--- src/hdl/spd_pkg.sv ---
// shared types, constants and functions for the stream packet deframer
package spd_pkg;

    localparam logic [5:0] POS_VERSION  = 6'd4;
    localparam logic [5:0] POS_TRACK    = 6'd5;
    localparam logic [5:0] POS_FLAGS    = 6'd6;
    localparam logic [5:0] POS_SEQ      = 6'd8;
    localparam logic [5:0] POS_PTS      = 6'd12;
    localparam logic [5:0] POS_DUR      = 6'd20;
    localparam logic [5:0] POS_LEN      = 6'd28;
    localparam logic [5:0] POS_CRC      = 6'd32;
    localparam logic [5:0] POS_RSVD     = 6'd36;
    localparam logic [5:0] POS_HDR_LAST = 6'd39;

    localparam logic [7:0]  FRAME_VERSION     = 8'd1;
    localparam logic [31:0] CRC_POLY          = 32'hEDB8_8320;
    localparam logic [31:0] CRC_INIT          = 32'hFFFF_FFFF;
    localparam logic [31:0] MAX_PAYLOAD_RESET = 32'd65536;

    localparam logic CFG_MAX_PAYLOAD = 1'b0;
    localparam logic CFG_SEQ_CHECK   = 1'b1;

    typedef enum logic [2:0] {
        ST_OK           = 3'd0,
        ST_BAD_MAGIC    = 3'd1,
        ST_BAD_VERSION  = 3'd2,
        ST_LEN_OVER     = 3'd3,
        ST_CRC_MISMATCH = 3'd4,
        ST_SEQ_GAP      = 3'd5
    } status_t;

    typedef enum logic [1:0] {
        PH_HEADER  = 2'd0,
        PH_PAYLOAD = 2'd1,
        PH_HALTED  = 2'd2
    } phase_t;

    typedef struct packed {
        logic        payload_valid;
        logic [7:0]  payload_byte;
        logic        packet_end;
        status_t     status;
        logic [7:0]  track_number;
        logic [7:0]  flag_bits;
        logic [31:0] sequence_number;
        logic [63:0] presentation_time;
        logic [63:0] duration_ticks;
        logic [31:0] payload_length;
    } result_t;

    function automatic logic [7:0] magic_byte(input logic [1:0] lane);
        logic [7:0] m;
        case (lane)
            2'd0:    m = 8'h41;
            2'd1:    m = 8'h55;
            2'd2:    m = 8'h53;
            default: m = 8'h31;
        endcase
        return m;
    endfunction

    // reflected crc-32, one byte
    function automatic logic [31:0] crc32_byte(input logic [31:0] crc, input logic [7:0] b);
        logic [31:0] c;
        c = crc ^ {24'd0, b};
        for (int i = 0; i < 8; i++) begin
            c = c[0] ? ((c >> 1) ^ CRC_POLY) : (c >> 1);
        end
        return c;
    endfunction

endpackage

--- src/hdl/spd_parse.sv ---
// header capture, payload crc and packet status for one stream byte per step
module spd_parse (
    input  logic              clk,
    input  logic              rst_n,
    input  logic              step,
    input  logic [7:0]        byte_in,
    input  logic [31:0]       max_payload_bytes,
    input  logic              seq_check_en,
    output logic              produce,
    output spd_pkg::result_t  result
);

    spd_pkg::phase_t  phase_reg;
    spd_pkg::phase_t  phase_next;
    logic [5:0]       hdr_pos_reg;
    logic             magic_ok_reg;
    logic             version_ok_reg;
    logic [31:0]      crc_reg;
    logic [31:0]      exp_seq_reg;
    logic [31:0]      remain_reg;
    logic [7:0]       track_reg;
    logic [7:0]       flags_reg;
    logic [31:0]      seq_reg;
    logic [63:0]      pts_reg;
    logic [63:0]      dur_reg;
    logic [31:0]      len_reg;
    logic [31:0]      exp_crc_reg;

    logic [31:0]      crc_upd;
    logic [31:0]      end_crc;
    logic             hdr_last;
    logic             len_over;
    logic             len_zero;
    logic             pay_last;
    logic             finish;
    spd_pkg::status_t fin_status;
    logic [5:0]       pts_off;
    logic [5:0]       dur_off;

    assign crc_upd  = spd_pkg::crc32_byte(crc_reg, byte_in);
    assign hdr_last = (hdr_pos_reg == spd_pkg::POS_HDR_LAST);
    assign len_over = (len_reg > max_payload_bytes);
    assign len_zero = (len_reg == 32'd0);
    assign pay_last = (remain_reg == 32'd1);
    assign end_crc  = (phase_reg == spd_pkg::PH_PAYLOAD) ? crc_upd : crc_reg;
    assign pts_off  = hdr_pos_reg - spd_pkg::POS_PTS;
    assign dur_off  = hdr_pos_reg - spd_pkg::POS_DUR;

    always_comb
    begin
        if (!magic_ok_reg)
            fin_status = spd_pkg::ST_BAD_MAGIC;
        else if (!version_ok_reg)
            fin_status = spd_pkg::ST_BAD_VERSION;
        else if (~end_crc != exp_crc_reg)
            fin_status = spd_pkg::ST_CRC_MISMATCH;
        else if (seq_check_en && (seq_reg != exp_seq_reg))
            fin_status = spd_pkg::ST_SEQ_GAP;
        else
            fin_status = spd_pkg::ST_OK;
    end

    assign finish = step &&
        (((phase_reg == spd_pkg::PH_HEADER) && hdr_last && !len_over && len_zero) ||
         ((phase_reg == spd_pkg::PH_PAYLOAD) && pay_last));

    // next phase
    always_comb
    begin
        phase_next = phase_reg;
        if (step) begin
            case (phase_reg)
                spd_pkg::PH_HEADER:
                begin
                    if (hdr_last) begin
                        if (len_over)
                            phase_next = spd_pkg::PH_HALTED;
                        else if (!len_zero)
                            phase_next = spd_pkg::PH_PAYLOAD;
                    end
                end
                spd_pkg::PH_PAYLOAD:
                begin
                    if (pay_last)
                        phase_next = spd_pkg::PH_HEADER;
                end
                spd_pkg::PH_HALTED:
                begin
                    phase_next = spd_pkg::PH_HALTED;
                end
                default:
                begin
                    phase_next = spd_pkg::PH_HEADER;
                end
            endcase
        end
    end

    // result of the current byte
    always_comb
    begin
        result  = '0;
        produce = 1'b0;
        case (phase_reg)
            spd_pkg::PH_HEADER:
            begin
                if (hdr_last && (len_over || len_zero)) begin
                    produce           = 1'b1;
                    result.packet_end = 1'b1;
                    result.status     = len_over ? spd_pkg::ST_LEN_OVER : fin_status;
                end
            end
            spd_pkg::PH_PAYLOAD:
            begin
                produce              = 1'b1;
                result.payload_valid = 1'b1;
                result.payload_byte  = byte_in;
                if (pay_last) begin
                    result.packet_end = 1'b1;
                    result.status     = fin_status;
                end
            end
            default:
            begin
                produce = 1'b0;
            end
        endcase
        if (result.packet_end) begin
            result.track_number      = track_reg;
            result.flag_bits         = flags_reg;
            result.sequence_number   = seq_reg;
            result.presentation_time = pts_reg;
            result.duration_ticks    = dur_reg;
            result.payload_length    = len_reg;
        end
    end

    always_ff @(posedge clk or negedge rst_n)
    begin
        if (!rst_n) begin
            phase_reg      <= spd_pkg::PH_HEADER;
            hdr_pos_reg    <= '0;
            magic_ok_reg   <= 1'b1;
            version_ok_reg <= 1'b1;
            crc_reg        <= spd_pkg::CRC_INIT;
            exp_seq_reg    <= '0;
        end else if (step) begin
            phase_reg <= phase_next;
            if (phase_reg == spd_pkg::PH_HEADER) begin
                hdr_pos_reg <= hdr_last ? 6'd0 : hdr_pos_reg + 6'd1;
                if ((hdr_pos_reg < spd_pkg::POS_VERSION) &&
                    (byte_in != spd_pkg::magic_byte(hdr_pos_reg[1:0])))
                    magic_ok_reg <= 1'b0;
                if ((hdr_pos_reg == spd_pkg::POS_VERSION) &&
                    (byte_in != spd_pkg::FRAME_VERSION))
                    version_ok_reg <= 1'b0;
            end
            if (phase_reg == spd_pkg::PH_PAYLOAD)
                crc_reg <= pay_last ? spd_pkg::CRC_INIT : crc_upd;
            if (finish) begin
                magic_ok_reg   <= 1'b1;
                version_ok_reg <= 1'b1;
                if (fin_status == spd_pkg::ST_OK)
                    exp_seq_reg <= exp_seq_reg + 32'd1;
            end
        end
    end

    // header fields and payload count
    always_ff @(posedge clk)
    begin
        if (step) begin
            if (phase_reg == spd_pkg::PH_HEADER) begin
                if (hdr_pos_reg == spd_pkg::POS_TRACK)
                    track_reg <= byte_in;
                if (hdr_pos_reg == spd_pkg::POS_FLAGS)
                    flags_reg <= byte_in;
                if ((hdr_pos_reg >= spd_pkg::POS_SEQ) && (hdr_pos_reg < spd_pkg::POS_PTS))
                    seq_reg[{hdr_pos_reg[1:0], 3'b000} +: 8] <= byte_in;
                if ((hdr_pos_reg >= spd_pkg::POS_PTS) && (hdr_pos_reg < spd_pkg::POS_DUR))
                    pts_reg[{pts_off[2:0], 3'b000} +: 8] <= byte_in;
                if ((hdr_pos_reg >= spd_pkg::POS_DUR) && (hdr_pos_reg < spd_pkg::POS_LEN))
                    dur_reg[{dur_off[2:0], 3'b000} +: 8] <= byte_in;
                if ((hdr_pos_reg >= spd_pkg::POS_LEN) && (hdr_pos_reg < spd_pkg::POS_CRC))
                    len_reg[{hdr_pos_reg[1:0], 3'b000} +: 8] <= byte_in;
                if ((hdr_pos_reg >= spd_pkg::POS_CRC) && (hdr_pos_reg < spd_pkg::POS_RSVD))
                    exp_crc_reg[{hdr_pos_reg[1:0], 3'b000} +: 8] <= byte_in;
                if (hdr_last)
                    remain_reg <= len_reg;
            end else if (phase_reg == spd_pkg::PH_PAYLOAD) begin
                remain_reg <= remain_reg - 32'd1;
            end
        end
    end

endmodule

--- src/hdl/stream_packet_deframer_core.sv ---
// an accepted beat waits in the input register until it can step, then its result is held in the output register
// throughput: one byte per cycle while result_stall stays low; header bytes give no result, but the last one
// closes a packet whose length is zero or over the limit; the byte-wide crc update and header capture sit between
// the input and result registers; reset clears control state; max_payload_bytes resets to 65536, sequence check off
// after a length over the limit all later bytes are dropped until reset
module stream_packet_deframer_core (
    input  logic        clk,
    input  logic        rst_n,
    input  logic        data_valid,
    output logic        data_stall,
    input  logic [7:0]  data_byte,
    output logic        result_valid,
    input  logic        result_stall,
    output logic        payload_valid,
    output logic [7:0]  payload_byte,
    output logic        packet_end,
    output logic [2:0]  status,
    output logic [7:0]  track_number,
    output logic [7:0]  flag_bits,
    output logic [31:0] sequence_number,
    output logic [63:0] presentation_time,
    output logic [63:0] duration_ticks,
    output logic [31:0] payload_length,
    input  logic        cfg_valid,
    output logic        cfg_ready,
    input  logic        cfg_index,
    input  logic [31:0] cfg_data
);

    logic             in_valid_reg;
    logic [7:0]       in_byte_reg;
    logic             out_valid_reg;
    logic             out_valid_next;
    spd_pkg::result_t out_res_reg;
    logic [31:0]      max_payload_reg;
    logic             seq_check_reg;
    logic             step;
    logic             produce;
    spd_pkg::result_t res;

    assign cfg_ready  = 1'b1;
    assign step       = in_valid_reg && (!out_valid_reg || !result_stall);
    assign data_stall = in_valid_reg && !step;

    always_ff @(posedge clk or negedge rst_n)
    begin
        if (!rst_n) begin
            max_payload_reg <= spd_pkg::MAX_PAYLOAD_RESET;
            seq_check_reg   <= 1'b0;
        end else if (cfg_valid && cfg_ready) begin
            if (cfg_index == spd_pkg::CFG_MAX_PAYLOAD)
                max_payload_reg <= cfg_data;
            if (cfg_index == spd_pkg::CFG_SEQ_CHECK)
                seq_check_reg <= cfg_data[0];
        end
    end

    always_ff @(posedge clk or negedge rst_n)
    begin
        if (!rst_n) begin
            in_valid_reg <= 1'b0;
        end else if (data_valid && !data_stall) begin
            in_valid_reg <= 1'b1;
        end else if (step) begin
            in_valid_reg <= 1'b0;
        end
    end

    always_ff @(posedge clk)
    begin
        if (data_valid && !data_stall)
            in_byte_reg <= data_byte;
    end

    spd_parse u_parse (
        .clk               (clk),
        .rst_n             (rst_n),
        .step              (step),
        .byte_in           (in_byte_reg),
        .max_payload_bytes (max_payload_reg),
        .seq_check_en      (seq_check_reg),
        .produce           (produce),
        .result            (res)
    );

    assign out_valid_next = (step && produce) ? 1'b1 : (result_stall && out_valid_reg);

    always_ff @(posedge clk or negedge rst_n)
    begin
        if (!rst_n)
            out_valid_reg <= 1'b0;
        else
            out_valid_reg <= out_valid_next;
    end

    always_ff @(posedge clk)
    begin
        if (step && produce)
            out_res_reg <= res;
    end

    assign result_valid      = out_valid_reg;
    assign payload_valid     = out_res_reg.payload_valid;
    assign payload_byte      = out_res_reg.payload_byte;
    assign packet_end        = out_res_reg.packet_end;
    assign status            = out_res_reg.status;
    assign track_number      = out_res_reg.track_number;
    assign flag_bits         = out_res_reg.flag_bits;
    assign sequence_number   = out_res_reg.sequence_number;
    assign presentation_time = out_res_reg.presentation_time;
    assign duration_ticks    = out_res_reg.duration_ticks;
    assign payload_length    = out_res_reg.payload_length;

`ifndef SYNTHESIS
    a_stall_only_when_blocked: assert property (@(posedge clk) disable iff (!rst_n)
        data_stall |-> (in_valid_reg && result_valid && result_stall))
        else $error("input stalled without a blocked result");

    a_produced_beat_shows: assert property (@(posedge clk) disable iff (!rst_n)
        (step && produce) |=> (result_valid && (payload_byte == $past(res.payload_byte))))
        else $error("processed result not registered");

    a_taken_beat_clears: assert property (@(posedge clk) disable iff (!rst_n)
        (result_valid && !result_stall && !(step && produce)) |=> !result_valid)
        else $error("result beat repeated after being taken");
`endif

endmodule

--- config.mk ---
export PLATFORM = sky130hd
export DESIGN_NAME = stream_packet_deframer_core
export DESIGN_NICKNAME = d
export VERILOG_FILES = /design/src/hdl/spd_pkg.sv /design/src/hdl/spd_parse.sv /design/src/hdl/stream_packet_deframer_core.sv
export SDC_FILE = /design/constraint.sdc
export NUM_CORES = 1
export LEC_CHECK = 0
export BUFFER_PORTS_ARGS = -buffer_cell sky130_fd_sc_hd__clkbuf_2
export CAP_MARGIN = 40
export CORE_MARGIN = 5
export CORE_UTILIZATION = 40
export DETAILED_ROUTE_END_ITERATION = 10
export PLACE_DENSITY = 0.67
export SETUP_SLACK_MARGIN = 0.3
export SYNTH_ARGS = -nofsm -noshare
export SYNTH_HDL_FRONTEND = slang
export SYNTH_SLANG_ARGS = --single-unit
--- constraint.sdc ---
create_clock -name clk -period 32.1 [get_ports clk]
set_input_delay 3.21 -clock clk [delete_from_list [all_inputs] [get_ports clk]]
set_output_delay 3.21 -clock clk [all_outputs]
set_load 0.01 [all_outputs]
==> summary.md <==
| Metric | Value |
|---|---|
| Layout cells sized above 1 | `21.1%` |
| FF-to-FF End | `duration_ticks[36]` |
| Placer congestion estimate | `0.899` |
| IO buf count | `268` |
| Synth async-reset ratio | `17.9%` |
| Post-synthesis simple-gate area fraction | `15.1%` |
| Crit Reg-Reg Startpoint | `u_parse.len_reg[31]` |
| Drt wl/cell | `21.6 um` |
| Initial antenna violation count | `3` |
| RSZ-0062 raised after global routing | `no` |
| Post-synth EDFFs | `501` |
| #FFs+latches synth | `610` |
| First-pass GRT wire length | `99000 um` |
| Worst slew pin tran | `0.909 ns` |
| Critical Path Fanout Max | `3` |
| Synth Area in XOR/XNOR | `8.30%` |
| Maximum operating frequency | `143 MHz` |
| Clk pin slew, worst setup/hold paths | `0.06 ns` |
| Critical path destination | `data_stall` |
| Netlist cell types | `77` |
| Crit path DAT | `3.81 ns` |
| Top Metal Used | `met5` |
| Compound-Gate Fraction of Synth Area | `4.82%` |
| Metal-1 WL | `27200 um` |
| Setup crit start | `result_stall` |
| Initial DRC count | `1479` |
| CTS HTree Levels | `2` |
| Setup Crit Path Kind | `in -> out` |
| Hold Slack | `0.498 ns` |
| Number of routed nets with antenna violations | `0` |
| Worst min path class | `reg -> reg` |
| Synth Instances | `1897` |
| Worst clock skew | `0.0364 ns` |
| Vias per cell | `5.20` |
| Final WS setup | `25.08 ns` |
| Total GRT Usage | `18.3%` |
| Slew headroom | `39.4%` |
| Maximum vdd ir drop | `0.0533 mV` |
| Main combinational cell family by area after synthesis | `simple AND/OR/NAND/NOR gates` |
| Total CTS buffers | `60` |
| Max-cap violation count | `0` |
| Setup total negative slack | `0 ns` |
| Pre-CTS setup slack | `25.00 ns` |
| Crit-path max cell delay | `0.20 ns` |
| Die Y | `267 um` |
| Sequential area share after synthesis | `67.3%` |
| Starting Density | `40.3%` |
| Max stage delay cell, worst path | `nand3_1` |
| Commonest non-fill, non-tap cell in the layout | `edfxtp_1` |
| Max-slew violations | `0` |
| Hold_buf cts | `0` |
| Count of final setup violators | `0` |
| Reg2Reg Depth | `12` |
| # rows | `94` |
| Required @ worst endpoint | `28.89 ns` |
| Post-CTS Setup Inserts | `0` |
| IO Count | `270` |
| Startpoint Class | `primary input` |
| Status | `finished clean` |
| Nets | `2270` |
| Grt ovf | `0` |
| R2R setup slack | `26.67 ns` |
| Post-CTS Resized | `0` |
| Crit end category | `primary output` |
| Final period utilization | `21.9%` |
| PwrDens | `65.8 nW/um2` |
| Most frequent cells in the layout | `501 x edfxtp_1, 267 x clkbuf_2, 215 x nor2b_1, 109 x nand2_1, 99 x and2_1` |
| Largest net degree at the start of global routing | `96` |
| HPWL Detailed | `47700 um` |
| Total Wirelength | `66700 um` |
| Fin crit period | `7.02 ns` |
| Vias in the first global route | `16100` |
| Area Growth Syn to Fin | `16.8%` |
| Syn Nets | `1987` |
| Synth Area in Adders | `2.08%` |
| Vias | `16100` |
| Clock Sinks | `610` |
| CTS tree | `built` |
| Die ar. | `71400 um2` |
| Worst path cell trace | `clkbuf_2 -> nand3_1 -> inv_1 -> clkbuf_2` |
| Synth warn | `0` |
| Ys flop type | `edfxtp_1` |
| Drt first pass iters | `6` |
| Avg Cell Area, Syn | `14.0 um2` |
| Met3 WL | `5730 um` |
| Worst-Skew Late Latency | `0.63 ns` |
| Die Span X | `267 um` |
| Core Area | `65700 um2` |
| Mapped Area | `26500 um2` |
| Root buffer cell | `clkbuf_16` |
| Final core occ | `47.0%` |
| Leak | `12.3 nW` |
| Max clock buf depth | `3` |
| Mux contribution to synthesized area | `0.430%` |
| Final hold vios | `0` |
| DRC viols | `0` |
| Crit-path most repeated cell | `clkbuf_2` |
| Met2 WL | `31900 um` |
==> per-stage QoR <==
stage               area [um2]  power (mW)  std cells
floorplan                26500        1.22       1897
global placement         28800        1.33       2973
detailed placement       28900        1.34       2982
CTS                      30900        2.05       3094
global route             30900        2.11       3094
finish                   30900        2.03       3095
==> cells in the mapped netlist (all sizes together), types with 17 or more instances <==
| cell type | instances | share of area, % |
|---|---|---|
| ha | 44 | 2.1 |
| nand3 | 29 | 0.66 |
| and2 | 100 | 2.4 |
| dfstp | 35 | 3.5 |
| edfxtp | 501 | 57 |
| xor2 | 68 | 2.3 |
| a21oi | 37 | 0.70 |
| nor2 | 89 | 1.3 |
| nand4 | 32 | 0.81 |
| xnor2 | 89 | 3.5 |
| o21ai | 83 | 1.6 |
| nor3 | 26 | 0.53 |
| inv | 49 | 0.69 |
| nand2 | 109 | 1.5 |
| and3 | 41 | 0.97 |
| nor4 | 28 | 0.69 |
| dfrtp | 74 | 7.0 |
| a31oi | 17 | 0.40 |
| xnor3 | 22 | 1.9 |
| clkbuf | 67 | 0.95 |
| nor2b | 216 | 5.1 |
==> routing by layer <==
layer / vias to the layer above / global-route usage (%)
li1: 7379 / -
met3: 127 / 4.24
met1: 7935 / 24.3
met5: - / 0
met2: 662 / 30.3
met4: 2 / 5.30
==> where the power goes <==
part	switching (mW)	internal, mW	leakage (nW)
Sequential	0.0273	0.918	6.44
Clock	0.301	0.399	0.950
Combinational	0.241	0.147	4.91
Total	0.569	1.46	12.3
==> area by class of cell <==
type,count,area (um2)
diodes,1,2.50
clock buffers,74,1620
clock inverters,38,373
fillers,5687,34800
inverters,49,184
multi-input cells,1157,8180
flip-flops and latches,610,17800
well taps,864,1080
repair buffers,302,1670
==> critical path, delay by kind of cell <==
kind | cells | cell delay [ns]
buffers and inverters | 3 | 0.40
and+or+nand+nor | 1 | 0.20
==> logic make-up (layout without fill, tap and decap cells) <==
| logic type | Yosys count | count (layout) |
|---|---|---|
| compound gates | 205 | 205 |
| buf+inv | 130 | 463 |
| fa+ha+maj | 44 | 44 |
| mux | 11 | 11 |
| flops | 610 | 610 |
| other cells | 1 | 2 |
| simple gates | 709 | 709 |
| xor+xnor | 187 | 187 |
==> worst min path at each step <==
stage                     cells after the start                    from                endpoint  slack [ns]
final                                         2  u_parse.version_ok_reg  u_parse.version_ok_reg        0.50
after CTS                                     2  u_parse.version_ok_reg  u_parse.version_ok_reg        0.48
after detailed placement                      2  u_parse.version_ok_reg  u_parse.version_ok_reg        0.47
after global placement                        2  u_parse.version_ok_reg  u_parse.version_ok_reg        0.46
after floorplan                               0          in_byte_reg[2]    u_parse.flags_reg[2]        0.44
after global routing                          2  u_parse.version_ok_reg  u_parse.version_ok_reg        0.50
No activity file was read; power rests on OpenSTA's default activity.
